[config.mk]
export PLATFORM = sky130hd
export DESIGN_NAME = binary_input_telegram_controller
export DESIGN_NICKNAME = d
export VERILOG_FILES = /design/src/sv/bitc_pkg.sv /design/src/sv/bitc_lane.sv /design/src/sv/bitc_merge.sv /design/src/sv/binary_input_telegram_controller.sv
export SDC_FILE = /design/constraint.sdc
export NUM_CORES = 2
export LEC_CHECK = 0
export BUFFER_PORTS_ARGS = -buffer_cell sky130_fd_sc_hd__buf_2
export CELL_PAD_IN_SITES_DETAIL_PLACEMENT = 2
export CELL_PAD_IN_SITES_GLOBAL_PLACEMENT = 2
export CORE_MARGIN = 2
export CORE_UTILIZATION = 37
export CTS_CLUSTER_SIZE = 30
export DETAILED_ROUTE_END_ITERATION = 12
export GPL_TIMING_DRIVEN = 0
export PLACE_DENSITY = 0.83
export RECOVER_POWER = 50
export SKIP_CTS_REPAIR_TIMING = 1
export SYNTH_ARGS = -nofsm -noshare
export SYNTH_HDL_FRONTEND = slang
export SYNTH_SLANG_ARGS = --single-unit
[constraint.sdc]
create_clock -name clk_i -period 3.49 [get_ports clk_i]
set_clock_uncertainty 0.05 [all_clocks]
set_input_delay 0.698 -clock clk_i [delete_from_list [all_inputs] [get_ports clk_i]]
set_output_delay 0.698 -clock clk_i [all_outputs]
set_load 0.05 [all_outputs]
[src/sv/bitc_pkg.sv]
// Shared types and constants for the binary input telegram controller.
package bitc_pkg;

  localparam int unsigned MaxPorts      = 8;
  localparam int unsigned NumPortsDef   = 8;
  localparam int unsigned TimerBitsDef  = 12;
  localparam int unsigned CfgIdxBits    = 3;
  localparam int unsigned CfgDataBits   = 64;

  // register indexes
  localparam logic [CfgIdxBits-1:0] RegAppRunning = 3'd0;
  localparam logic [CfgIdxBits-1:0] RegPortFunc   = 3'd1;
  localparam logic [CfgIdxBits-1:0] RegPortModes  = 3'd2;
  localparam logic [CfgIdxBits-1:0] RegPwrModes   = 3'd3;
  localparam logic [CfgIdxBits-1:0] RegPwrDelay   = 3'd4;
  localparam logic [CfgIdxBits-1:0] RegTimerBases = 3'd5;
  localparam logic [CfgIdxBits-1:0] RegT1Factors  = 3'd6;
  localparam logic [CfgIdxBits-1:0] RegT2Factors  = 3'd7;

  // function codes
  localparam logic [3:0] FnSwitch = 4'd1;
  localparam logic [3:0] FnBlind  = 4'd3;

  // edge / power-on rule codes
  localparam logic [1:0] RuleNone   = 2'd0;
  localparam logic [1:0] RuleOn     = 2'd1;
  localparam logic [1:0] RuleOff    = 2'd2;
  localparam logic [1:0] RuleToggle = 2'd3;

  typedef enum logic [1:0] {
    PhWait  = 2'd0,
    PhFirst = 2'd1,
    PhSecond = 2'd2,
    PhHold  = 2'd3
  } blind_phase_e;

  // per-lane request: up to two telegrams (object one, object two)
  typedef struct packed {
    logic one_vld;
    logic one_val;
    logic two_vld;
    logic two_val;
  } lane_req_t;

  // per-lane context for one tick
  typedef struct packed {
    logic       run;      // normal tick processing
    logic       pwr;      // power-on telegrams
    logic       changed;
    logic       level;
    logic       stored;
  } lane_ctl_t;

endpackage

[src/sv/bitc_lane.sv]
// One port lane: switch and blind handlers with their per-port state.
module bitc_lane #(
  parameter int unsigned TimerBits = bitc_pkg::TimerBitsDef
) (
  input  logic                clk_i,
  input  logic                rst_ni,
  input  bitc_pkg::lane_ctl_t ctl_i,
  input  logic [3:0]          func_i,
  input  logic [7:0]          mode_i,
  input  logic [1:0]          pwr_mode_i,
  input  logic [3:0]          t1_basis_i,
  input  logic [3:0]          t2_basis_i,
  input  logic [7:0]          t1_factor_i,
  input  logic [7:0]          t2_factor_i,
  output bitc_pkg::lane_req_t req_o
);
  import bitc_pkg::*;

  logic                 obj1_q, obj1_d, obj2_q, obj2_d, dir_q, dir_d;
  blind_phase_e         ph_q, ph_d;
  logic [TimerBits-1:0] tmr_q, tmr_d;
  logic [11:0]          prod1, prod2;
  logic [TimerBits-1:0] load1, load2;
  logic [1:0]           r1, r2;
  logic                 rising, falling, longshort, is_sw, is_bl;

  // small 4x8 products for the timer loads
  assign prod1 = t1_basis_i * t1_factor_i;
  assign prod2 = t2_basis_i * t2_factor_i;
  assign load1 = TimerBits'({{(TimerBits > 12 ? TimerBits-12 : 0){1'b0}}, prod1} - 1'b1);
  assign load2 = TimerBits'({{(TimerBits > 12 ? TimerBits-12 : 0){1'b0}}, prod2} - 1'b1);

  assign rising    = ctl_i.changed & ctl_i.level;
  assign falling   = ctl_i.changed & ~ctl_i.level;
  assign longshort = mode_i[3];
  assign is_sw     = (func_i == FnSwitch);
  assign is_bl     = (func_i == FnBlind);
  assign r1        = ctl_i.level ? mode_i[3:2] : mode_i[1:0];
  assign r2        = ctl_i.level ? mode_i[7:6] : mode_i[5:4];

  always_comb begin
    obj1_d = obj1_q;
    obj2_d = obj2_q;
    dir_d  = dir_q;
    ph_d   = ph_q;
    tmr_d  = tmr_q;
    req_o  = '0;
    if (ctl_i.pwr) begin
      // power-on telegrams
      if (is_sw) begin
        case (pwr_mode_i)
          RuleOn:  req_o = '{1'b1, 1'b1, 1'b1, 1'b1};
          RuleOff: req_o = '{1'b1, 1'b0, 1'b1, 1'b0};
          RuleToggle: req_o = '{1'b1, ctl_i.stored, 1'b1, ctl_i.stored};
          default: req_o = '0;
        endcase
      end else if (is_bl) begin
        case (pwr_mode_i)
          RuleOn:  req_o.two_vld = 1'b1;
          RuleOff: req_o.two_vld = 1'b1;
          default: req_o.two_vld = 1'b0;
        endcase
        req_o.two_val = (pwr_mode_i == RuleOn);
      end
    end else if (ctl_i.run && is_sw && ctl_i.changed) begin
      case (r1)
        RuleOn:     obj1_d = 1'b1;
        RuleOff:    obj1_d = 1'b0;
        RuleToggle: obj1_d = ~obj1_q;
        default:    obj1_d = obj1_q;
      endcase
      case (r2)
        RuleOn:     obj2_d = 1'b1;
        RuleOff:    obj2_d = 1'b0;
        RuleToggle: obj2_d = ~obj2_q;
        default:    obj2_d = obj2_q;
      endcase
      req_o = '{(r1 != RuleNone), obj1_d, (r2 != RuleNone), obj2_d};
    end else if (ctl_i.run && is_bl) begin
      // the move telegram value selection is repeated in the wait and first phases
      unique case (ph_q)
        PhWait: begin
          if (rising) begin
            if (!longshort) begin
              req_o.one_vld = 1'b1;
            end else if (mode_i[4]) begin
              dir_d = 1'b0; req_o.two_vld = 1'b1;
            end else if (mode_i[5]) begin
              dir_d = 1'b1; req_o.two_vld = 1'b1;
            end else if (mode_i[6]) begin
              dir_d = ~dir_q; req_o.two_vld = 1'b1;
            end
            req_o.two_val = dir_d;
            tmr_d = load1;
            ph_d  = PhFirst;
          end
        end
        PhFirst: begin
          if (tmr_q != '0) begin
            tmr_d = tmr_q - 1'b1;
            if (falling) begin
              req_o.one_vld = longshort;
              ph_d = PhWait;
            end
          end else if (!longshort) begin
            if (mode_i[4]) begin
              dir_d = 1'b0; req_o.two_vld = 1'b1;
            end else if (mode_i[5]) begin
              dir_d = 1'b1; req_o.two_vld = 1'b1;
            end else if (mode_i[6]) begin
              dir_d = ~dir_q; req_o.two_vld = 1'b1;
            end
            req_o.two_val = dir_d;
            tmr_d = load2;
            ph_d  = PhSecond;
          end else begin
            ph_d = PhWait;
          end
        end
        PhSecond: begin
          if (!longshort && tmr_q != '0) begin
            tmr_d = tmr_q - 1'b1;
            if (falling) begin
              req_o.one_vld = 1'b1;
              ph_d = PhWait;
            end
          end else begin
            ph_d = PhWait;
          end
        end
        default: ph_d = ph_q;
      endcase
    end
  end

  always_ff @(posedge clk_i or negedge rst_ni) begin
    if (!rst_ni) begin
      obj1_q <= 1'b0;
      obj2_q <= 1'b0;
      dir_q  <= 1'b0;
      ph_q   <= PhWait;
      tmr_q  <= '0;
    end else begin
      obj1_q <= obj1_d;
      obj2_q <= obj2_d;
      dir_q  <= dir_d;
      ph_q   <= ph_d;
      tmr_q  <= tmr_d;
    end
  end

endmodule

[src/sv/bitc_merge.sv]
// Merging stage: queues lane telegrams and sends them in port order.
module bitc_merge #(
  parameter int unsigned NumPorts = bitc_pkg::NumPortsDef
) (
  input  logic                               clk_i,
  input  logic                               rst_ni,
  input  logic                               load_i,
  input  bitc_pkg::lane_req_t [NumPorts-1:0] req_i,
  output logic                               busy_o,
  output logic                               m_axis_tvalid,
  input  logic                               m_axis_tready,
  output logic [7:0]                         m_axis_tdata,
  output logic                               m_axis_tlast
);
  import bitc_pkg::*;

  localparam int unsigned Slots = 2 * NumPorts;

  // slot 2p holds port p object one, slot 2p+1 its object two
  logic [Slots-1:0] pend_q, pend_d, val_q, val_d;
  logic [Slots-1:0] pick;
  logic [Slots-1:0] rest;
  logic [3:0]       num;
  logic             sel_val;
  logic             ov_q, ov_d;
  logic [3:0]       onum_q, onum_d;
  logic             oval_q, oval_d, olast_q, olast_d;
  logic             take;

  // lowest set bit, with object-one before object-two of the same port
  always_comb begin
    pick    = '0;
    num     = '0;
    sel_val = 1'b0;
    for (int i = Slots - 1; i >= 0; i--) begin
      if (pend_q[i]) begin
        pick    = '0;
        pick[i] = 1'b1;
        sel_val = val_q[i];
        num     = (i % 2 == 0) ? 4'(i / 2) : 4'(i / 2 + 8);
      end
    end
  end

  assign rest = pend_q & ~pick;
  assign take = ~ov_q | m_axis_tready;

  always_comb begin
    pend_d  = pend_q;
    val_d   = val_q;
    ov_d    = ov_q & ~m_axis_tready;
    onum_d  = onum_q;
    oval_d  = oval_q;
    olast_d = olast_q;
    if (take && pend_q != '0) begin
      ov_d    = 1'b1;
      onum_d  = num;
      oval_d  = sel_val;
      olast_d = (rest == '0);
      pend_d  = rest;
    end
    if (load_i) begin
      for (int p = 0; p < NumPorts; p++) begin
        pend_d[2*p]   = req_i[p].one_vld;
        val_d[2*p]    = req_i[p].one_val;
        pend_d[2*p+1] = req_i[p].two_vld;
        val_d[2*p+1]  = req_i[p].two_val;
      end
    end
  end

  always_ff @(posedge clk_i or negedge rst_ni) begin
    if (!rst_ni) begin
      pend_q <= '0;
      ov_q   <= 1'b0;
    end else begin
      pend_q <= pend_d;
      ov_q   <= ov_d;
    end
  end

  always_ff @(posedge clk_i) begin
    val_q   <= val_d;
    onum_q  <= onum_d;
    oval_q  <= oval_d;
    olast_q <= olast_d;
  end

  assign busy_o        = (pend_q != '0);
  assign m_axis_tvalid = ov_q;
  assign m_axis_tdata  = {3'b000, oval_q, onum_q};
  assign m_axis_tlast  = olast_q;

endmodule

[src/sv/binary_input_telegram_controller.sv]
// Top level: configuration, tick front end, port lanes and telegram merge.
// Each accepted tick beat is evaluated by all port lanes in the cycle it is
// accepted; the telegrams it causes (0 to 2*NUM_PORTS) then leave one per
// cycle while m_axis_tready is high, from the merge stage, object one before
// object two within a port, in port order. A new tick is taken once the merge
// queue is empty (its last telegram may still sit in the output register), so
// the tick rate is bounded by the single output port of the merge stage.
module binary_input_telegram_controller #(
  parameter int unsigned NUM_PORTS  = bitc_pkg::NumPortsDef,
  parameter int unsigned TIMER_BITS = bitc_pkg::TimerBitsDef
) (
  input  logic                                clk_i,
  input  logic                                rst_ni,
  input  logic                                cfg_we_i,
  input  logic [bitc_pkg::CfgIdxBits-1:0]     cfg_idx_i,
  input  logic [bitc_pkg::CfgDataBits-1:0]    cfg_data_i,
  input  logic                                s_axis_tvalid,
  output logic                                s_axis_tready,
  input  logic [15:0]                         s_axis_tdata,  // sample_first, sample_settled
  output logic                                m_axis_tvalid,
  input  logic                                m_axis_tready,
  output logic [7:0]                          m_axis_tdata,  // object_number, object_value
  output logic                                m_axis_tlast   // last_of_tick
);
  import bitc_pkg::*;

  logic        app_q;
  logic [31:0] func_q;
  logic [63:0] modes_q, bases_q, t1f_q, t2f_q;
  logic [15:0] pwr_q;
  logic [7:0]  cnt_q, cnt_d, lvl_q, lvl_d;
  logic [7:0]  first, settled, chg, lvl;
  logic        acc, busy, run, pwr;
  lane_ctl_t [NUM_PORTS-1:0] ctl;
  lane_req_t [NUM_PORTS-1:0] req;

  assign first   = s_axis_tdata[7:0];
  assign settled = s_axis_tdata[15:8];
  assign s_axis_tready = ~busy;
  assign acc     = s_axis_tvalid & s_axis_tready;

  // configuration registers
  always_ff @(posedge clk_i or negedge rst_ni) begin
    if (!rst_ni) begin
      app_q <= 1'b0; func_q <= '0; modes_q <= '0; pwr_q <= '0;
      bases_q <= '0; t1f_q <= '0; t2f_q <= '0;
    end else if (cfg_we_i) begin
      unique case (cfg_idx_i)
        RegAppRunning: app_q   <= cfg_data_i[0];
        RegPortFunc:   func_q  <= cfg_data_i[31:0];
        RegPortModes:  modes_q <= cfg_data_i;
        RegPwrModes:   pwr_q   <= cfg_data_i[15:0];
        RegTimerBases: bases_q <= cfg_data_i;
        RegT1Factors:  t1f_q   <= cfg_data_i;
        RegT2Factors:  t2f_q   <= cfg_data_i;
        default: ;
      endcase
    end
  end

  // tick front end: countdown, edges, level
  assign run = acc & app_q & (cnt_q == '0);
  assign pwr = acc & app_q & (cnt_q == 8'd1);
  assign chg = lvl_q ^ first;
  assign lvl = (chg != '0) ? settled : lvl_q;

  always_comb begin
    cnt_d = cnt_q;
    lvl_d = lvl_q;
    if (acc && app_q && cnt_q != '0) begin
      cnt_d = cnt_q - 1'b1;
      if (cnt_q == 8'd1) lvl_d = first;
    end else if (run) begin
      lvl_d = lvl;
    end
    if (cfg_we_i && cfg_idx_i == RegPwrDelay) cnt_d = cfg_data_i[7:0];
  end

  always_ff @(posedge clk_i or negedge rst_ni) begin
    if (!rst_ni) begin
      cnt_q <= '0;
      lvl_q <= '0;
    end else begin
      cnt_q <= cnt_d;
      lvl_q <= lvl_d;
    end
  end

  for (genvar p = 0; p < NUM_PORTS; p++) begin : g_lane
    assign ctl[p] = '{run, pwr, chg[p], lvl[p], first[p]};
    bitc_lane #(.TimerBits(TIMER_BITS)) u_lane (
      .clk_i, .rst_ni,
      .ctl_i      (ctl[p]),
      .func_i     (func_q[4*p +: 4]),
      .mode_i     (modes_q[8*p +: 8]),
      .pwr_mode_i (pwr_q[2*p +: 2]),
      .t1_basis_i (bases_q[4*p +: 4]),
      .t2_basis_i (bases_q[32+4*p +: 4]),
      .t1_factor_i(t1f_q[8*p +: 8]),
      .t2_factor_i(t2f_q[8*p +: 8]),
      .req_o      (req[p])
    );
  end

  bitc_merge #(.NumPorts(NUM_PORTS)) u_merge (
    .clk_i, .rst_ni,
    .load_i (acc),
    .req_i  (req),
    .busy_o (busy),
    .m_axis_tvalid, .m_axis_tready, .m_axis_tdata, .m_axis_tlast
  );

endmodule
== Word-level counts from Yosys, hierarchy flattened ==
Index checks and enable logic that the tools add are counted.
W data, S select, Z words.
Word-level totals
  register bits: 496
  input bits: 88
  output and inout port bits: 11
Operators by class
  add/sub/neg operators: 25
  multiply operators: 16
  equality and inequality tests: 153
  muxes and demuxes: 448
  bitwise operators: 69
  reduce and logical (&&, ||, !) cells: 152
Operators by type and width (number)
  $mux W12: 32
  $mux W16: 18
  $pmux W12 S3: 8
  $sub A12 B1 Y12 const B: 24
  $mux W2: 120
  $mul A4 B8 Y12: 16
  $mux W1: 185
  $eq A2 B2 Y1 const B: 56
  $reduce_and A7 Y1: 16
  $pmux W4 S3: 8
  $reduce_bool A12 Y1: 8
  $mux W4: 23
  $pmux W1 S3: 24
  $eq A2 B1 Y1 const B: 32
  $reduce_bool A2 Y1: 27
  $mux W8: 6
  $pmux W2 S3: 8
  $not A1 Y1: 44
  $reduce_and A5 Y1: 8
  $logic_and A1 B1 Y1: 36
  $ne A2 B2 Y1 const B: 17
  $eq A4 B1 Y1 const B: 8
  $eq A4 B2 Y1 const B: 8
  $ne A2 B1 Y1 const B: 16
  25 further kinds: 115

== Logic depth before layout (Yosys ltp) ==
  depth after elaboration: 20
  depth in mapped cells: 16

== Cells and area by module ==
From an unflattened synthesis, not the netlist that was laid out.
Second synthesis, totals
  cell total of the unflattened synthesis: 5030
  area total of the unflattened synthesis: 45771.4 µm²
Modules (own cells, without submodules)
  binary_input_telegram_controller: instances 1, cells an instance 796, area an instance 12633.4 µm², seq. area each 8032.7 µm²
  bitc_lane at g_lane[4].u_lane ...: instances 3, cells an instance 500, area an instance 3868.7 µm², seq. area each 425.4 µm²
  bitc_lane at g_lane[1].u_lane ...: instances 2, cells an instance 498, area an instance 3803.6 µm², seq. area each 425.4 µm²
  bitc_lane at g_lane[0].u_lane: instances 1, cells an instance 521, area an instance 3993.8 µm², seq. area each 425.4 µm²
  bitc_lane at g_lane[3].u_lane: instances 1, cells an instance 512, area an instance 3971.3 µm², seq. area each 425.4 µm²
  bitc_lane at g_lane[7].u_lane: instances 1, cells an instance 516, area an instance 3958.8 µm², seq. area each 425.4 µm²
  bitc_merge: instances 1, cells an instance 189, area an instance 2000.7 µm², seq. area each 1086.0 µm²

== Least setup slack after synthesis ==
OpenSTA, ideal clock, no wires.
  path kind: register -> register
  start point: register bases_q[23]
  end point: register g_lane[5].u_lane.tmr_q[10]
  library setup time: 0.124 ns
  data arrival time: 3.682 ns
  data required time: 3.316 ns
  slack: -0.367 ns
  cell stages (with the launch flop): 17
  path buffers: 1
  cells stage by stage: dfrtp_1 -> clkbuf_1 -> nand2_1 -> ha_1 -> inv_1 -> fa_1 -> inv_1 -> fa_1 -> inv_1 -> ha_1 -> or3_1 -> o21ai_0 -> o21bai_1 -> o21ai_0 -> mux2_2 -> a311oi_1 -> o21ai_2
Between the ends
  cells in the longest elaborated chain, start to end: 4
RTL lines
  start, declared: RTL line binary_input_telegram_controller.sv:29  | logic [63:0] modes_q, bases_q, t1f_q, t2f_q;
  start signal, assigned: RTL line binary_input_telegram_controller.sv:53  | RegTimerBases: bases_q <= cfg_data_i;
  $mul A4 B8 Y12: RTL line bitc_lane.sv:28  | assign prod1 = t1_basis_i * t1_factor_i;
  $sub A12 B1 Y12: RTL line bitc_lane.sv:30  | assign load1 = TimerBits'({{(TimerBits > 12 ? TimerBits-12 : 0){1'b0}}, prod1} - 1'b1);
  $mux W12: RTL line bitc_lane.sv:83  | if (rising) begin
  $pmux W12 S3: RTL line bitc_lane.sv:81  | unique case (ph_q)
  end signal, assigned: RTL line bitc_lane.sv:148  | tmr_q <= tmr_d;
  end, declared: RTL line bitc_lane.sv:21  | logic [TimerBits-1:0] tmr_q, tmr_d;
Every way passes these cells. The select of a mux whose other input is x is not followed.
A chain may end at the register's enable or synchronous reset.

== Worst setup path after layout ==
  start point: register bases_q[55]
  end point: register g_lane[5].u_lane.tmr_q[11]
Between the ends
  cells in the longest elaborated chain, start to end: 5
RTL lines
  $mul A4 B8 Y12: RTL line bitc_lane.sv:29  | assign prod2 = t2_basis_i * t2_factor_i;
  $sub A12 B1 Y12: RTL line bitc_lane.sv:31  | assign load2 = TimerBits'({{(TimerBits > 12 ? TimerBits-12 : 0){1'b0}}, prod2} - 1'b1);
  $mux W12: RTL line bitc_lane.sv:105  | end else if (!longshort) begin
  $mux W12: RTL line bitc_lane.sv:99  | if (tmr_q != '0) begin
  $pmux W12 S3: RTL line bitc_lane.sv:81
Every way passes these cells. The select of a mux whose other input is x is not followed.

==> qor.txt <==
Design area = 54400 um2
Leakage = 0.0247 uW
Initial DRC count = 4247
Setup ws final = -811 ps
DRC viols = 0
Setup TNS = -57690 ps
Synth warn = 0
Pwr dens = 1220 nW/um2
Tcrit/Tclk final = 1.23
Reg-to-reg startpoint = bases_q[55]$_DFFE_PN0P_
Synth top area share = 0.269
Startpoint Class = register
Synthesis-stage register bit count = 496
Finish-stage setup viols = 210
GPL Wtd Cong = 0.848
Placed Instance Area = 47000 um2
Worst Reg-to-Reg Cells = 16
Area leader, netlist = dfrtp_1
Clk slew on worst S/H paths = 70 ps
Post-synth EDFFs = 22
Clk sink count = 496
Ports = 99
Cell Area, Synth = 44000 um2
Vias in the first global route = 44007
Cell total after placement = 6604
Hold Crit Start = cfg_data_i[32]
Initial antenna violation count = 26
Hold WS = 303 ps
Worst hold path depth = 2
WL final = 249 mm
Gate Count Post-Synth = 4969
Final Max Tran Viols = 80
Die Ht = 349 um
Ranking of synthesized cells by area = dfrtp_1 27%, ha_1 13%, fa_1 9.5%, mux2_2 7.3%, inv_1 5.9%
CP Max Fanout = 7
Nets = 6054
Avg Vias per Cell = 6.50
I/O Buffers = 93
Total number of vias = 44915
Commonest non-fill, non-tap cell in the layout = nand2_1
Die area = 122000 um2
Most frequent cells in the layout = 602 x nand2_1, 601 x inv_1, 423 x dfrtp_1
Peak supply drop = 601 uV
Highest clock rate = 0.233 GHz
Remaining global-route overflow = 0
Clock Root Buffer = clkbuf_16
Global-route wire length before repair = 263 mm
CTS H-Tree Depth = 3
Mean Syn Cell Area = 8.86 um2
DPL Wire Length = 123 mm
Min-Delay Path Class = in2reg
Rows = 126
Core ar. = 118000 um2
Hold endpoint = modes_q[32]$_DFFE_PN0P_
Failing checks = max-capacitance violations, max-slew violations, negative setup slack
DR pass1 iterations = 5
Hold Fails Final Rpt = 0
Sequential-to-total area share from yosys stat = 0.284
Slew headroom = -0.553
Worst path required time = 4010 ps
R2r endpoint = g_lane[5].u_lane.tmr_q[11]$_DFFE_PN0P_
Max_cap viols = 3
Skew-Pair Late Insertion Delay = 720 ps
Clock tree buffer depth = 3
CP Class = reg2reg
Tmin final = 4300 ps
Reg2reg setup slack = -810 ps
Main flop type after synthesis = dfrtp_1
Unrepaired setup endpoints after global routing = true
Netlist cell types = 87
Drt wl/cell = 36.0 um
Asr flop ratio synth = 0.956
Slew @ Worst Pin = 2330 ps
Starting Density = 0.373
Layout cells sized above 1 = 0.261
Pin count of the biggest net entering global routing = 114
Fin cells = 6914
P&R area growth vs syn = 23.5%
CTS buffer count = 67
Routed Antenna Nets = 0
Outcome = finished, violations left
CTS tree = yes
Crit. End Element = register
DIE WIDTH = 349 um
GR Util All Layers = 0.276
CP Data Arrival Time = 4820 ps
==> stage by stage <==
step	power, uW	util	worst slack, ps
2_1_floorplan	31200	-	-55.3
3_3_place_gp	37700	0.397	-8880
3_5_place_dp	39900	0.398	-1820
4_1_cts	48500	0.418	-1460
5_1_grt	69000	0.461	-804
6_report	66500	0.461	-811
==> kinds of logic (layout without fill, tap and decap cells) <==
kind of cell,Yosys count,count (layout),synth area share
buf+inv,881,1265,0.0765
fa+ha+maj,668,668,0.225
other cells,1,26,0.0000851
mux,320,320,0.0854
xor+xnor,241,241,0.0479
simple gates,1535,1535,0.162
flops,496,496,0.284
compound gates,827,827,0.119
==> cell usage after synthesis (all sizes together) (95+ instances only) <==
cell,n
xor2,100
nand2,674
nor2,266
and2,137
dfrtp,474
fa,208
nand3,95
inv,697
o21ai,281
clkbuf,164
mux2,285
ha,458
a21oi,179
nor3,132
xnor2,141
==> worst max-delay path by stage <==
stage,startpoint,end,slack (ps),cells after the start
2_1_floorplan,bases_q[23]$_DFFE_PN0P_,g_lane[5].u_lane.tmr_q[10]$_DFFE_PN0P_,-60,16
3_3_place_gp,rst_ni,g_lane[0].u_lane.tmr_q[3]$_DFFE_PN0P_,-8880,1
3_5_place_dp,s_axis_tdata[7],u_merge.pend_q[15]$_DFFE_PN0P_,-1820,9
4_1_cts,lvl_q[7]$_DFFE_PN0P_,u_merge.pend_q[15]$_DFFE_PN0P_,-1460,8
6_report,bases_q[55]$_DFFE_PN0P_,g_lane[5].u_lane.tmr_q[11]$_DFFE_PN0P_,-810,16
5_1_grt,bases_q[55]$_DFFE_PN0P_,g_lane[5].u_lane.tmr_q[10]$_DFFE_PN0P_,-800,16
==> critical path, cell delays in order, from the launching register on <==
cell       delay, ps
dfrtp_1          390
buf_6            180
nand2_1          180
ha_4             330
inv_2             60
fa_1             650
inv_2            100
fa_1             580
inv_2             60
ha_4             310
nand3_4          110
o2111ai_4        240
a41oi_2          180
xnor2_2          270
a21oi_1          120
o22ai_1          260
o21ai_2          100
==> power by group <==
part | leakage, uW | internal [uW] | switching [uW] | total [uW]
registers | 0.00605 | 6790 | 1710 | 8500
clock network | 0.00116 | 4530 | 3710 | 8240
logic | 0.0174 | 20900 | 28800 | 49700
total | 0.0247 | 32200 | 34300 | 66500
==> cell type report <==
cell class / instances / area (um2)
Multi-Input combinational cell: 3594 / 31800
Inverter: 698 / 2650
Fill cell: 12291 / 63700
Clock buffer: 90 / 1880
Tap cell: 1536 / 1920
Timing Repair Buffer: 276 / 2050
Buffer: 167 / 915
Sequential cell: 496 / 12600
Clock inverter: 34 / 498
Antenna cell: 23 / 57.6
==> registers in the layout, indices dropped and copies added (netlist names), 16 cells and up <==
signal and count:
g_lane.u_lane.tmr_q 96, bases_q 64, modes_q 64, t1f_q 64
t2f_q 64, func_q 32, g_lane.u_lane.ph_q 16, pwr_q 16
u_merge.pend_q 16, u_merge.val_q 16
==> metal layers <==
metal / wire length [um] / GRT usage / vias to the layer above
li1: - / - / 17424
met1: 85500 / 0.335 / 22902
met2: 117000 / 0.473 / 3043
met3: 21400 / 0.0457 / 1516
met4: 25000 / 0.133 / 30
met5: 201 / 0 / -
No activity file was read; power rests on OpenSTA's default activity.
